## src/mask_centroid_tracker_top_macros.svh

```systemverilog
// ----------------------------------------------------------------------------
// mask centroid tracker assertion macros
// checks clocked on aclk, held off while aresetn is low
// ----------------------------------------------------------------------------
`ifndef MASK_CENTROID_TRACKER_TOP_MACROS_SVH
`define MASK_CENTROID_TRACKER_TOP_MACROS_SVH

// same-cycle implication
`define MCT_ASSERT_IMP(lbl, ante, cons, msg) \
    lbl: assert property (@(posedge aclk) disable iff (!aresetn) (ante) |-> (cons)) \
        else $error(msg);

// next-cycle implication
`define MCT_ASSERT_NXT(lbl, ante, cons, msg) \
    lbl: assert property (@(posedge aclk) disable iff (!aresetn) (ante) |=> (cons)) \
        else $error(msg);

`endif

```

## src/mct_pkg.sv

```systemverilog
`timescale 1ns / 1ps
// ----------------------------------------------------------------------------
// mct_pkg
// shared widths, constants, types and helpers of the mask centroid tracker
// ----------------------------------------------------------------------------
package mct_pkg;

    localparam int MAX_WIDTH  = 2048;
    localparam int MAX_HEIGHT = 2048;
    localparam int WIN_MAX    = 2048;

    localparam int CFG_W   = 12;
    localparam int CFG_XW  = CFG_W + 1;
    localparam int IDX_W   = 2;
    localparam int LABEL_W = 2;

    localparam int COL_W   = $clog2(MAX_WIDTH);
    localparam int ROW_W   = $clog2(MAX_HEIGHT);
    localparam int QW      = (COL_W > ROW_W) ? COL_W : ROW_W;
    localparam int COUNT_W = COL_W + ROW_W + 1;
    localparam int SUM_W   = COUNT_W - 1 + QW;
    localparam int STEP_W  = $clog2(QW);

    localparam int CENTRE_W   = 11;
    localparam int CENTRE_MAX = 2047;
    localparam int HALF_W     = $clog2(WIN_MAX / 2 + 1);
    localparam int WIN_W      = 12;
    localparam int PRED_W     = 13;
    localparam int PRED_XW    = PRED_W + 1;
    localparam int PRED_MAX   = 4095;
    localparam int PRED_MIN   = -4096;

    localparam logic [IDX_W-1:0] REG_FRAME_WIDTH  = 2'd0;
    localparam logic [IDX_W-1:0] REG_FRAME_HEIGHT = 2'd1;
    localparam logic [IDX_W-1:0] REG_WINDOW_SIZE  = 2'd2;

    localparam logic [CFG_W-1:0] RST_FRAME_WIDTH  = 12'd640;
    localparam logic [CFG_W-1:0] RST_FRAME_HEIGHT = 12'd480;
    localparam logic [CFG_W-1:0] RST_WINDOW_SIZE  = 12'd96;

    localparam logic [LABEL_W-1:0] LABEL_FG      = 2'd1;
    localparam logic [LABEL_W-1:0] LABEL_PROB_FG = 2'd3;

    typedef struct packed {
        logic               frame_end;
        logic [COUNT_W-1:0] count;
        logic [SUM_W-1:0]   col_sum;
        logic [SUM_W-1:0]   row_sum;
    } acc_out_t;

    typedef struct packed {
        logic start;
    } div_ctrl_t;

    typedef struct packed {
        logic busy;
        logic done;
    } div_stat_t;

    function automatic logic [CFG_W-1:0] dim_limit(input logic [CFG_W-1:0] v,
                                                   input logic [CFG_XW-1:0] maxv);
        logic [CFG_W-1:0] r;
        r = v;
        if (v == '0) begin
            r = CFG_W'(1);
        end else if (CFG_XW'(v) > maxv) begin
            r = CFG_W'(maxv);
        end
        return r;
    endfunction

    function automatic logic [CENTRE_W-1:0] sat_centre(input logic [QW-1:0] q);
        logic [CENTRE_W-1:0] r;
        r = CENTRE_W'(q);
        if (q > QW'(CENTRE_MAX)) begin
            r = CENTRE_W'(CENTRE_MAX);
        end
        return r;
    endfunction

    function automatic logic signed [PRED_W-1:0] sat_pred(
        input logic signed [PRED_XW-1:0] v);
        logic signed [PRED_W-1:0] r;
        r = v[PRED_W-1:0];
        if (v > $signed(PRED_XW'(PRED_MAX))) begin
            r = $signed(PRED_W'(PRED_MAX));
        end else if (v < $signed(PRED_XW'(PRED_MIN))) begin
            r = $signed(PRED_W'(PRED_MIN));
        end
        return r;
    endfunction

endpackage

```

## src/mct_accum.sv

```systemverilog
`timescale 1ns / 1ps
// ----------------------------------------------------------------------------
// mct_accum
// raster position counters and foreground count and coordinate sums
// ----------------------------------------------------------------------------
module mct_accum (
    input  logic                            aclk,
    input  logic                            aresetn,
    input  logic                            pix_accept,
    input  logic [mct_pkg::LABEL_W-1:0]     pix_label,
    input  logic [mct_pkg::CFG_W-1:0]       frame_w,
    input  logic [mct_pkg::CFG_W-1:0]       frame_h,
    output mct_pkg::acc_out_t               acc_out
);

    logic [mct_pkg::COL_W-1:0]   col_reg, col_next;
    logic [mct_pkg::ROW_W-1:0]   row_reg, row_next;
    logic [mct_pkg::COUNT_W-1:0] count_reg, count_next;
    logic [mct_pkg::SUM_W-1:0]   csum_reg, csum_next;
    logic [mct_pkg::SUM_W-1:0]   rsum_reg, rsum_next;

    logic                        fg;
    logic                        last_col;
    logic                        last_row;
    logic [mct_pkg::COUNT_W-1:0] count_upd;
    logic [mct_pkg::SUM_W-1:0]   csum_upd;
    logic [mct_pkg::SUM_W-1:0]   rsum_upd;

    always_comb begin
        fg       = (pix_label == mct_pkg::LABEL_FG) || (pix_label == mct_pkg::LABEL_PROB_FG);
        last_col = !((mct_pkg::CFG_XW'(col_reg) + mct_pkg::CFG_XW'(1)) <
                     mct_pkg::CFG_XW'(frame_w));
        last_row = !((mct_pkg::CFG_XW'(row_reg) + mct_pkg::CFG_XW'(1)) <
                     mct_pkg::CFG_XW'(frame_h));

        count_upd = count_reg + mct_pkg::COUNT_W'(fg);
        csum_upd  = fg ? (csum_reg + mct_pkg::SUM_W'(col_reg)) : csum_reg;
        rsum_upd  = fg ? (rsum_reg + mct_pkg::SUM_W'(row_reg)) : rsum_reg;

        acc_out.frame_end = pix_accept && last_col && last_row;
        acc_out.count     = count_upd;
        acc_out.col_sum   = csum_upd;
        acc_out.row_sum   = rsum_upd;

        col_next   = col_reg;
        row_next   = row_reg;
        count_next = count_reg;
        csum_next  = csum_reg;
        rsum_next  = rsum_reg;
        if (pix_accept) begin
            col_next = last_col ? '0 : (col_reg + mct_pkg::COL_W'(1));
            if (last_col) begin
                row_next = last_row ? '0 : (row_reg + mct_pkg::ROW_W'(1));
            end
            if (last_col && last_row) begin
                count_next = '0;
                csum_next  = '0;
                rsum_next  = '0;
            end else begin
                count_next = count_upd;
                csum_next  = csum_upd;
                rsum_next  = rsum_upd;
            end
        end
    end

    always_ff @(posedge aclk) begin
        if (!aresetn) begin
            col_reg   <= '0;
            row_reg   <= '0;
            count_reg <= '0;
            csum_reg  <= '0;
            rsum_reg  <= '0;
        end else begin
            col_reg   <= col_next;
            row_reg   <= row_next;
            count_reg <= count_next;
            csum_reg  <= csum_next;
            rsum_reg  <= rsum_next;
        end
    end

endmodule

```

## src/mct_div.sv

```systemverilog
`timescale 1ns / 1ps
// ----------------------------------------------------------------------------
// mct_div
// shared restoring divider, one quotient bit per cycle
// ----------------------------------------------------------------------------
module mct_div (
    input  logic                          aclk,
    input  logic                          aresetn,
    input  mct_pkg::div_ctrl_t            ctrl,
    input  logic [mct_pkg::SUM_W-1:0]     dividend,
    input  logic [mct_pkg::COUNT_W-1:0]   divisor,
    output mct_pkg::div_stat_t            stat,
    output logic [mct_pkg::QW-1:0]        quotient
);

    logic [mct_pkg::SUM_W-1:0]  rem_reg, rem_next;
    logic [mct_pkg::SUM_W-1:0]  den_reg, den_next;
    logic [mct_pkg::QW-1:0]     quo_reg, quo_next;
    logic [mct_pkg::STEP_W-1:0] step_reg, step_next;
    logic                       busy_reg, busy_next;
    logic                       done_reg, done_next;

    logic                       fits;

    always_comb begin
        fits      = rem_reg >= den_reg;
        rem_next  = rem_reg;
        den_next  = den_reg;
        quo_next  = quo_reg;
        step_next = step_reg;
        busy_next = busy_reg;
        done_next = 1'b0;
        if (ctrl.start) begin
            rem_next  = dividend;
            den_next  = mct_pkg::SUM_W'(divisor) << (mct_pkg::QW - 1);
            step_next = mct_pkg::STEP_W'(mct_pkg::QW - 1);
            busy_next = 1'b1;
        end else if (busy_reg) begin
            if (fits) begin
                rem_next = rem_reg - den_reg;
            end
            quo_next = {quo_reg[mct_pkg::QW-2:0], fits};
            den_next = den_reg >> 1;
            if (step_reg == '0) begin
                busy_next = 1'b0;
                done_next = 1'b1;
            end else begin
                step_next = step_reg - mct_pkg::STEP_W'(1);
            end
        end
    end

    always_ff @(posedge aclk) begin
        if (!aresetn) begin
            busy_reg <= 1'b0;
            done_reg <= 1'b0;
            step_reg <= '0;
        end else begin
            busy_reg <= busy_next;
            done_reg <= done_next;
            step_reg <= step_next;
        end
    end

    always_ff @(posedge aclk) begin
        rem_reg <= rem_next;
        den_reg <= den_next;
        quo_reg <= quo_next;
    end

    assign stat.busy = busy_reg;
    assign stat.done = done_reg;
    assign quotient  = quo_reg;

endmodule

```

## src/mask_centroid_tracker_top.sv

```systemverilog
`timescale 1ns / 1ps
// ----------------------------------------------------------------------------
// mask_centroid_tracker_top
// foreground centroid, window origin and constant-velocity prediction per frame
// ----------------------------------------------------------------------------
//  channel   | handshake           | payload
//  ----------+---------------------+---------------------------------------------
//  s_ pixel  | s_valid / s_ready   | s_pixel_label
//  m_ result | m_valid / m_ready   | m_centre_x/y, m_window_x/y, m_predicted_x/y,
//            |                     | m_empty_frame
//  config    | cfg_we              | cfg_index, cfg_data
//
//  pixel words are taken back to back in idle; after the last pixel of a frame
//  s_ready stays low while the shared divider, making one quotient bit a cycle,
//  works first for x then for y; an empty frame skips the divider
//  reset: counters, sums and previous origin cleared, registers to 640/480/96
//  a stalled result stays in the output register while the next frame's pixels
//  are still taken; only that frame's last pixel waits for the register to free
// ----------------------------------------------------------------------------
`include "mask_centroid_tracker_top_macros.svh"

module mask_centroid_tracker_top (
    input  logic                                  aclk,
    input  logic                                  aresetn,
    input  logic                                  cfg_we,
    input  logic [mct_pkg::IDX_W-1:0]             cfg_index,
    input  logic [mct_pkg::CFG_W-1:0]             cfg_data,
    input  logic                                  s_valid,
    output logic                                  s_ready,
    input  logic [mct_pkg::LABEL_W-1:0]           s_pixel_label,
    output logic                                  m_valid,
    input  logic                                  m_ready,
    output logic [mct_pkg::CENTRE_W-1:0]          m_centre_x,
    output logic [mct_pkg::CENTRE_W-1:0]          m_centre_y,
    output logic signed [mct_pkg::WIN_W-1:0]      m_window_x,
    output logic signed [mct_pkg::WIN_W-1:0]      m_window_y,
    output logic signed [mct_pkg::PRED_W-1:0]     m_predicted_x,
    output logic signed [mct_pkg::PRED_W-1:0]     m_predicted_y,
    output logic                                  m_empty_frame
);

    localparam logic [2:0] ST_IDLE  = 3'd0;
    localparam logic [2:0] ST_LOADX = 3'd1;
    localparam logic [2:0] ST_WAITX = 3'd2;
    localparam logic [2:0] ST_LOADY = 3'd3;
    localparam logic [2:0] ST_WAITY = 3'd4;
    localparam logic [2:0] ST_POST  = 3'd5;

    logic [2:0] state_reg, state_next;

    logic [mct_pkg::CFG_W-1:0] frame_width_reg;
    logic [mct_pkg::CFG_W-1:0] frame_height_reg;
    logic [mct_pkg::CFG_W-1:0] window_size_reg;

    logic [mct_pkg::CFG_W-1:0]  frame_w;
    logic [mct_pkg::CFG_W-1:0]  frame_h;
    logic [mct_pkg::CFG_W-1:0]  win_lim;
    logic [mct_pkg::HALF_W-1:0] half;
    logic                       pix_accept;
    logic                       out_load;

    mct_pkg::acc_out_t  acc_out;
    mct_pkg::div_ctrl_t div_ctrl;
    mct_pkg::div_stat_t div_stat;
    logic [mct_pkg::SUM_W-1:0] div_dividend;
    logic [mct_pkg::QW-1:0]    div_quotient;

    logic [mct_pkg::SUM_W-1:0]         csum_reg;
    logic [mct_pkg::SUM_W-1:0]         rsum_reg;
    logic [mct_pkg::COUNT_W-1:0]       count_reg;
    logic                              empty_reg;
    logic [mct_pkg::HALF_W-1:0]        half_reg;
    logic signed [mct_pkg::WIN_W-1:0]  pre_x_reg;
    logic signed [mct_pkg::WIN_W-1:0]  pre_y_reg;
    logic [mct_pkg::CENTRE_W-1:0]      cx_reg;
    logic [mct_pkg::CENTRE_W-1:0]      cy_reg;

    logic signed [mct_pkg::WIN_W-1:0]  prev_x_reg;
    logic signed [mct_pkg::WIN_W-1:0]  prev_y_reg;
    logic                              started_reg;

    logic signed [mct_pkg::WIN_W-1:0]  start_x;
    logic signed [mct_pkg::WIN_W-1:0]  start_y;
    logic signed [mct_pkg::WIN_W-1:0]  cur_x;
    logic signed [mct_pkg::WIN_W-1:0]  cur_y;
    logic signed [mct_pkg::PRED_XW-1:0] pred_x_wide;
    logic signed [mct_pkg::PRED_XW-1:0] pred_y_wide;

    logic                               m_valid_reg;
    logic [mct_pkg::CENTRE_W-1:0]       m_centre_x_reg;
    logic [mct_pkg::CENTRE_W-1:0]       m_centre_y_reg;
    logic signed [mct_pkg::WIN_W-1:0]   m_window_x_reg;
    logic signed [mct_pkg::WIN_W-1:0]   m_window_y_reg;
    logic signed [mct_pkg::PRED_W-1:0]  m_predicted_x_reg;
    logic signed [mct_pkg::PRED_W-1:0]  m_predicted_y_reg;
    logic                               m_empty_frame_reg;

    // configuration registers
    always_ff @(posedge aclk) begin
        if (!aresetn) begin
            frame_width_reg  <= mct_pkg::RST_FRAME_WIDTH;
            frame_height_reg <= mct_pkg::RST_FRAME_HEIGHT;
            window_size_reg  <= mct_pkg::RST_WINDOW_SIZE;
        end else if (cfg_we) begin
            unique case (cfg_index)
                mct_pkg::REG_FRAME_WIDTH:  frame_width_reg  <= cfg_data;
                mct_pkg::REG_FRAME_HEIGHT: frame_height_reg <= cfg_data;
                mct_pkg::REG_WINDOW_SIZE:  window_size_reg  <= cfg_data;
                default: ;
            endcase
        end
    end

    always_comb begin
        frame_w = mct_pkg::dim_limit(frame_width_reg, mct_pkg::CFG_XW'(mct_pkg::MAX_WIDTH));
        frame_h = mct_pkg::dim_limit(frame_height_reg, mct_pkg::CFG_XW'(mct_pkg::MAX_HEIGHT));
        win_lim = (mct_pkg::CFG_XW'(window_size_reg) > mct_pkg::CFG_XW'(mct_pkg::WIN_MAX)) ?
                  mct_pkg::CFG_W'(mct_pkg::WIN_MAX) : window_size_reg;
        half    = mct_pkg::HALF_W'(win_lim >> 1);
        start_x = $signed(mct_pkg::WIN_W'(frame_w >> 1)) - $signed(mct_pkg::WIN_W'(half));
        start_y = $signed(mct_pkg::WIN_W'(frame_h >> 1)) - $signed(mct_pkg::WIN_W'(half));
    end

    assign s_ready    = (state_reg == ST_IDLE);
    assign pix_accept = s_valid && s_ready;

    mct_accum u_accum (
        .aclk       (aclk),
        .aresetn    (aresetn),
        .pix_accept (pix_accept),
        .pix_label  (s_pixel_label),
        .frame_w    (frame_w),
        .frame_h    (frame_h),
        .acc_out    (acc_out)
    );

    assign div_ctrl.start = (state_reg == ST_LOADX) || (state_reg == ST_LOADY);
    assign div_dividend   = (state_reg == ST_LOADX) ? csum_reg : rsum_reg;

    mct_div u_div (
        .aclk     (aclk),
        .aresetn  (aresetn),
        .ctrl     (div_ctrl),
        .dividend (div_dividend),
        .divisor  (count_reg),
        .stat     (div_stat),
        .quotient (div_quotient)
    );

    // result arithmetic
    always_comb begin
        if (empty_reg) begin
            cur_x = pre_x_reg;
            cur_y = pre_y_reg;
        end else begin
            cur_x = $signed(mct_pkg::WIN_W'(cx_reg)) - $signed(mct_pkg::WIN_W'(half_reg));
            cur_y = $signed(mct_pkg::WIN_W'(cy_reg)) - $signed(mct_pkg::WIN_W'(half_reg));
        end
        pred_x_wide = (mct_pkg::PRED_XW'(cur_x) <<< 1) - mct_pkg::PRED_XW'(pre_x_reg);
        pred_y_wide = (mct_pkg::PRED_XW'(cur_y) <<< 1) - mct_pkg::PRED_XW'(pre_y_reg);
    end

    assign out_load = (state_reg == ST_POST) && (!m_valid_reg || m_ready);

    // sequencer
    always_comb begin
        state_next = state_reg;
        unique case (state_reg)
            ST_IDLE: begin
                if (pix_accept && acc_out.frame_end) begin
                    state_next = (acc_out.count == '0) ? ST_POST : ST_LOADX;
                end
            end
            ST_LOADX: state_next = ST_WAITX;
            ST_WAITX: begin
                if (div_stat.done) begin
                    state_next = ST_LOADY;
                end
            end
            ST_LOADY: state_next = ST_WAITY;
            ST_WAITY: begin
                if (div_stat.done) begin
                    state_next = ST_POST;
                end
            end
            ST_POST: begin
                if (out_load) begin
                    state_next = ST_IDLE;
                end
            end
            default: state_next = ST_IDLE;
        endcase
    end

    always_ff @(posedge aclk) begin
        if (!aresetn) begin
            state_reg   <= ST_IDLE;
            started_reg <= 1'b0;
            prev_x_reg  <= '0;
            prev_y_reg  <= '0;
            m_valid_reg <= 1'b0;
        end else begin
            state_reg <= state_next;
            if (out_load) begin
                started_reg <= 1'b1;
                prev_x_reg  <= cur_x;
                prev_y_reg  <= cur_y;
                m_valid_reg <= 1'b1;
            end else if (m_ready) begin
                m_valid_reg <= 1'b0;
            end
        end
    end

    // frame operands and quotients
    always_ff @(posedge aclk) begin
        if (pix_accept && acc_out.frame_end) begin
            csum_reg  <= acc_out.col_sum;
            rsum_reg  <= acc_out.row_sum;
            count_reg <= acc_out.count;
            empty_reg <= (acc_out.count == '0);
            half_reg  <= half;
            pre_x_reg <= started_reg ? prev_x_reg : start_x;
            pre_y_reg <= started_reg ? prev_y_reg : start_y;
            cx_reg    <= '0;
            cy_reg    <= '0;
        end
        if ((state_reg == ST_WAITX) && div_stat.done) begin
            cx_reg <= mct_pkg::sat_centre(div_quotient);
        end
        if ((state_reg == ST_WAITY) && div_stat.done) begin
            cy_reg <= mct_pkg::sat_centre(div_quotient);
        end
    end

    // output word register
    always_ff @(posedge aclk) begin
        if (out_load) begin
            m_centre_x_reg    <= cx_reg;
            m_centre_y_reg    <= cy_reg;
            m_window_x_reg    <= cur_x;
            m_window_y_reg    <= cur_y;
            m_predicted_x_reg <= mct_pkg::sat_pred(pred_x_wide);
            m_predicted_y_reg <= mct_pkg::sat_pred(pred_y_wide);
            m_empty_frame_reg <= empty_reg;
        end
    end

    assign m_valid       = m_valid_reg;
    assign m_centre_x    = m_centre_x_reg;
    assign m_centre_y    = m_centre_y_reg;
    assign m_window_x    = m_window_x_reg;
    assign m_window_y    = m_window_y_reg;
    assign m_predicted_x = m_predicted_x_reg;
    assign m_predicted_y = m_predicted_y_reg;
    assign m_empty_frame = m_empty_frame_reg;

    `MCT_ASSERT_IMP(a_div_start_idle, div_ctrl.start, !div_stat.busy, "divider restarted while busy")
    `MCT_ASSERT_IMP(a_div_done_wait, div_stat.done, (state_reg == ST_WAITX) || (state_reg == ST_WAITY), "divider done outside a wait state")
    `MCT_ASSERT_NXT(a_frame_end_busy, pix_accept && acc_out.frame_end, !s_ready, "pixel taken right after frame end")
    `MCT_ASSERT_IMP(a_empty_held, m_valid && m_empty_frame, (m_centre_x == '0) && (m_centre_y == '0) && (m_predicted_x == mct_pkg::PRED_W'(m_window_x)) && (m_predicted_y == mct_pkg::PRED_W'(m_window_y)), "empty frame word does not hold position")

endmodule
```

## config.mk

```make
export PLATFORM = sky130hd
export DESIGN_NAME = mask_centroid_tracker_top
export DESIGN_NICKNAME = d
export VERILOG_FILES = /design/src/mct_pkg.sv /design/src/mct_accum.sv /design/src/mct_div.sv /design/src/mask_centroid_tracker_top.sv
export VERILOG_INCLUDE_DIRS = /design/src /design/src/src
export SDC_FILE = /design/constraint.sdc
export NUM_CORES = 1
export LEC_CHECK = 0
export CORE_MARGIN = 3
export CORE_UTILIZATION = 35
export CTS_BUF_LIST = sky130_fd_sc_hd__clkbuf_2 sky130_fd_sc_hd__clkbuf_4 sky130_fd_sc_hd__clkbuf_8
export DETAILED_ROUTE_END_ITERATION = 10
export DONT_BUFFER_PORTS = 1
export PLACE_DENSITY = 0.46
export SETUP_SLACK_MARGIN = 0.2
export SKIP_LAST_GASP = 1
export SLEW_MARGIN = 5
export SYNTH_ARGS = -nofsm -noshare
export SYNTH_HDL_FRONTEND = slang
export SYNTH_SLANG_ARGS = --single-unit
export TNS_END_PERCENT = 30
```

## constraint.sdc

```tcl
create_clock -name aclk -period 27.3 [get_ports aclk]
set_input_delay 2.73 -clock aclk [delete_from_list [all_inputs] [get_ports aclk]]
set_output_delay 2.73 -clock aclk [all_outputs]
set_load 0.03 [all_outputs]
```

==> metrics <==
Required @ worst endpoint 27.88 ns; WHS Endpoint prev_y_reg[7]; Final Max Tran Viols 0; GRT Resource Usage Total 18.2%; Yosys reg bits 478; slowest stage cell, crit path nor4_1; Die Height 281 µm; DRC 0; Int Power 1.19 mW; Final WS setup 22.32 ns; initial antenna violation count 1; htree depth 3; prevailing post-synth register cell edfxtp_1; Vias/cell 5.35; worst-path maximum fanout 32; setup bufs post-CTS 0; CP Launch Type input pin; RSZ-0062 raised after global routing false; Cell Area, Placed 27,400 µm²; post-CTS sizing 0; die width 281 µm; cells after synthesis 2,731; Synth Net Count 2,912; VDD IR max 0.0383 mV; period utilisation layout 18.2%; Highest Clock Rate 0.201 GHz; Psw 0.366 mW; Tmin final 4.98 ns; Yosys cell types 80; Post-Syn Area 26,400 µm²; synthesized area per cell 9.67 µm²; Initial Utilization 35.4%; CP Capture Type flip-flop; finished layout cell area 29,200 µm²; total placed cells including tap cells 3,598; CP Cell Sequence ha_1, ha_1, nand2_1, or2_1, xnor2_1, or3_1, nor4_1, and3_1, a21oi_1, nor3_1; Leakage 11.3 nW; reg2reg end m_predicted_y[10]; Fin Hold WS 0.456 ns; Async SR Flop Fraction 0%; vias in the first global route 19,243; IO buf count 0; worst reg-to-reg path cell count 16; Seq pwr share 49.3%; Yosys warnings 0; Post-Route WL 73,000 µm; final setup TNS 0 ns; Post-synth EDFFs 287; Final setup viols 0; Synth area leaders edfxtp_1 33%, dfxtp_1 14%, ha_1 7.2%; Max-Cap Viols 0; worst rel slew slack 22.9%; core box area 74,600 µm²; share of post-route cells with drive strength above 1 8.35%; post-route ant nets 0; CP max stage delay 0.49 ns; DP Worst Slack 21.63 ns; first-pass GRT wire length 112,000 µm; I/O pins 96; Worst Path Arrival 5.57 ns; wire per inst 19.4 µm; gr ovfl total 0; status finished, final reports clean; Fin. Hold Viols 0; largest area contributor in the netlist edfxtp_1; combinational power share 3.9%; final core occ 39.2%; number of buffers created by CTS 88; Total Power 1.55 mW; reg2reg setup slack 22.33 ns; # nets final 2,900; top cell type's share of synthesized area 32.7%; CTS Buffer Depth 3; Seq/Total Area, Yosys 47.1%; worst hold-check path type reg2reg; clk_lat worst skew 0.70 ns; CTS tree yes; Hold Startpoint prev_y_reg[7]; std cell rows 100; Clock Skews 0.0646 ns; Crit Path Class in2reg; pwr/cell area 53.0 nW/µm²; sw frac 23.6%; Iter 0 DRT Violations 1,373; global placer's final weighted congestion 0.835; Worst-Margin Slew 1.15 ns; vias 20,123; hold depth 2; largest net degree at the start of global routing 70; Synth-to-Final Area Change 10.8%; Reg-to-Reg Start half_reg[0]; root buffer cell clkbuf_8; Top cell by count, worst path ha_1; Final Non-Filler Cells 3,763; clock power share 46.9%; clock sinks 478; DR pass1 iterations 7; CTS clk-pin slew, worst paths 0.06 ns; hold_buf cts 0; die area 78,700 µm²; Detail Placement HPWL 52,200 µm
[cell families after synthesis]
family	synth area share (%)
compound gates	17.3
xor+xnor	4.88
fa+ha+maj	7.84
buf+inv	4.36
flops	47.1
mux	2.09
simple gates	16.4
[per-layer routing]
layer	track usage [%]	vias to the layer above	part of all wire, %
met5	0	-	0
met3	3.05	114	5.0
li1	-	9890	-
met4	5.22	0	2.4
met1	26.6	9692	49
met2	27.6	427	43
[cell usage after synthesis (all sizes together) (17+ instances only)]
| library cell | n |
|---|---|
| o21ai | 132 |
| a211oi | 31 |
| a31oi | 20 |
| nor3 | 66 |
| and2 | 35 |
| o21a | 48 |
| o211ai | 17 |
| a21o | 51 |
| buf | 23 |
| edfxtp | 287 |
| xnor2 | 76 |
| ha | 151 |
| clkbuf | 104 |
| mux2i | 37 |
| o31ai | 37 |
| a21oi | 183 |
| a22oi | 46 |
| and3 | 32 |
| xor2 | 71 |
| nand3 | 84 |
| or2 | 18 |
| inv | 171 |
| nor2b | 44 |
| nor2 | 196 |
| nand2 | 296 |
| nand4 | 22 |
| or3 | 28 |
| nor3b | 22 |
| nand2b | 21 |
| dfxtp | 191 |
[area by class of cell]
cell class	instances	area (µm²)
clock inverters	40	299
well taps	969	1210
fillers	7369	45300
inverters	174	657
repair buffers	25	188
flip-flops and latches	478	12400
multi-input cells	1952	12900
diodes	2	5.00
clock buffers	123	1570
[cells in the final DEF (no fill, tap or decap), types with 10 or more instances in the layout]
cell type and count:
xor2_1 71, nor3_1 64, and2_1 35, nand3_1 83
a22oi_1 45, buf_4 25, o21ai_1 14, ha_1 151
clkinv_1 16, mux2i_1 37, nor2_1 196, clkinv_2 15
clkbuf_4 20, nor3b_1 22, o211ai_1 17, o21bai_1 10
or2_2 15, o31ai_1 37, a21oi_1 183, a31oi_1 17
nand2_1 295, nor2b_1 43, a21o_1 51, inv_1 171
o21a_1 48, nand4_1 22, mux2_2 16, a22o_1 16
and3_1 32, edfxtp_1 287, a211oi_1 31, nor4_1 16
dfxtp_1 190, clkbuf_8 103, or3_1 28, o21ai_0 117
nand2b_1 20, xnor2_1 76
[critical path: cells and delay by family]
kind / cells / cell delay [ns]
compound gates: 1 / 0.10
xor+xnor: 1 / 0.21
fa+ha+maj: 2 / 0.48
simple gates: 6 / 2.02
[how the worst max path moves through the flow]
stage	slack [ns]	to	from
after detailed placement	21.63	state_reg[2]	s_pixel_label[0]
after global placement	21.67	state_reg[2]	s_pixel_label[0]
final	22.32	state_reg[2]	s_pixel_label[0]
after CTS	22.36	m_predicted_x[10]	half_reg[0]
after global routing	21.94	m_predicted_y[10]	half_reg[0]
after floorplan	13.95	cx_reg[0]	s_valid
[power by group through the flow]
| stage | combinational (mW) | clock [mW] | sequential [mW] |
|---|---|---|---|
| after floorplan | 0.0414 | 0 | 0.779 |
| after global placement | 0.0581 | 0 | 0.780 |
| after detailed placement | 0.0592 | 0 | 0.780 |
| after CTS | 0.0596 | 0.754 | 0.764 |
| after global routing | 0.0664 | 0.785 | 0.764 |
| final | 0.0598 | 0.727 | 0.765 |
Power figures use the tool's default switching activity.
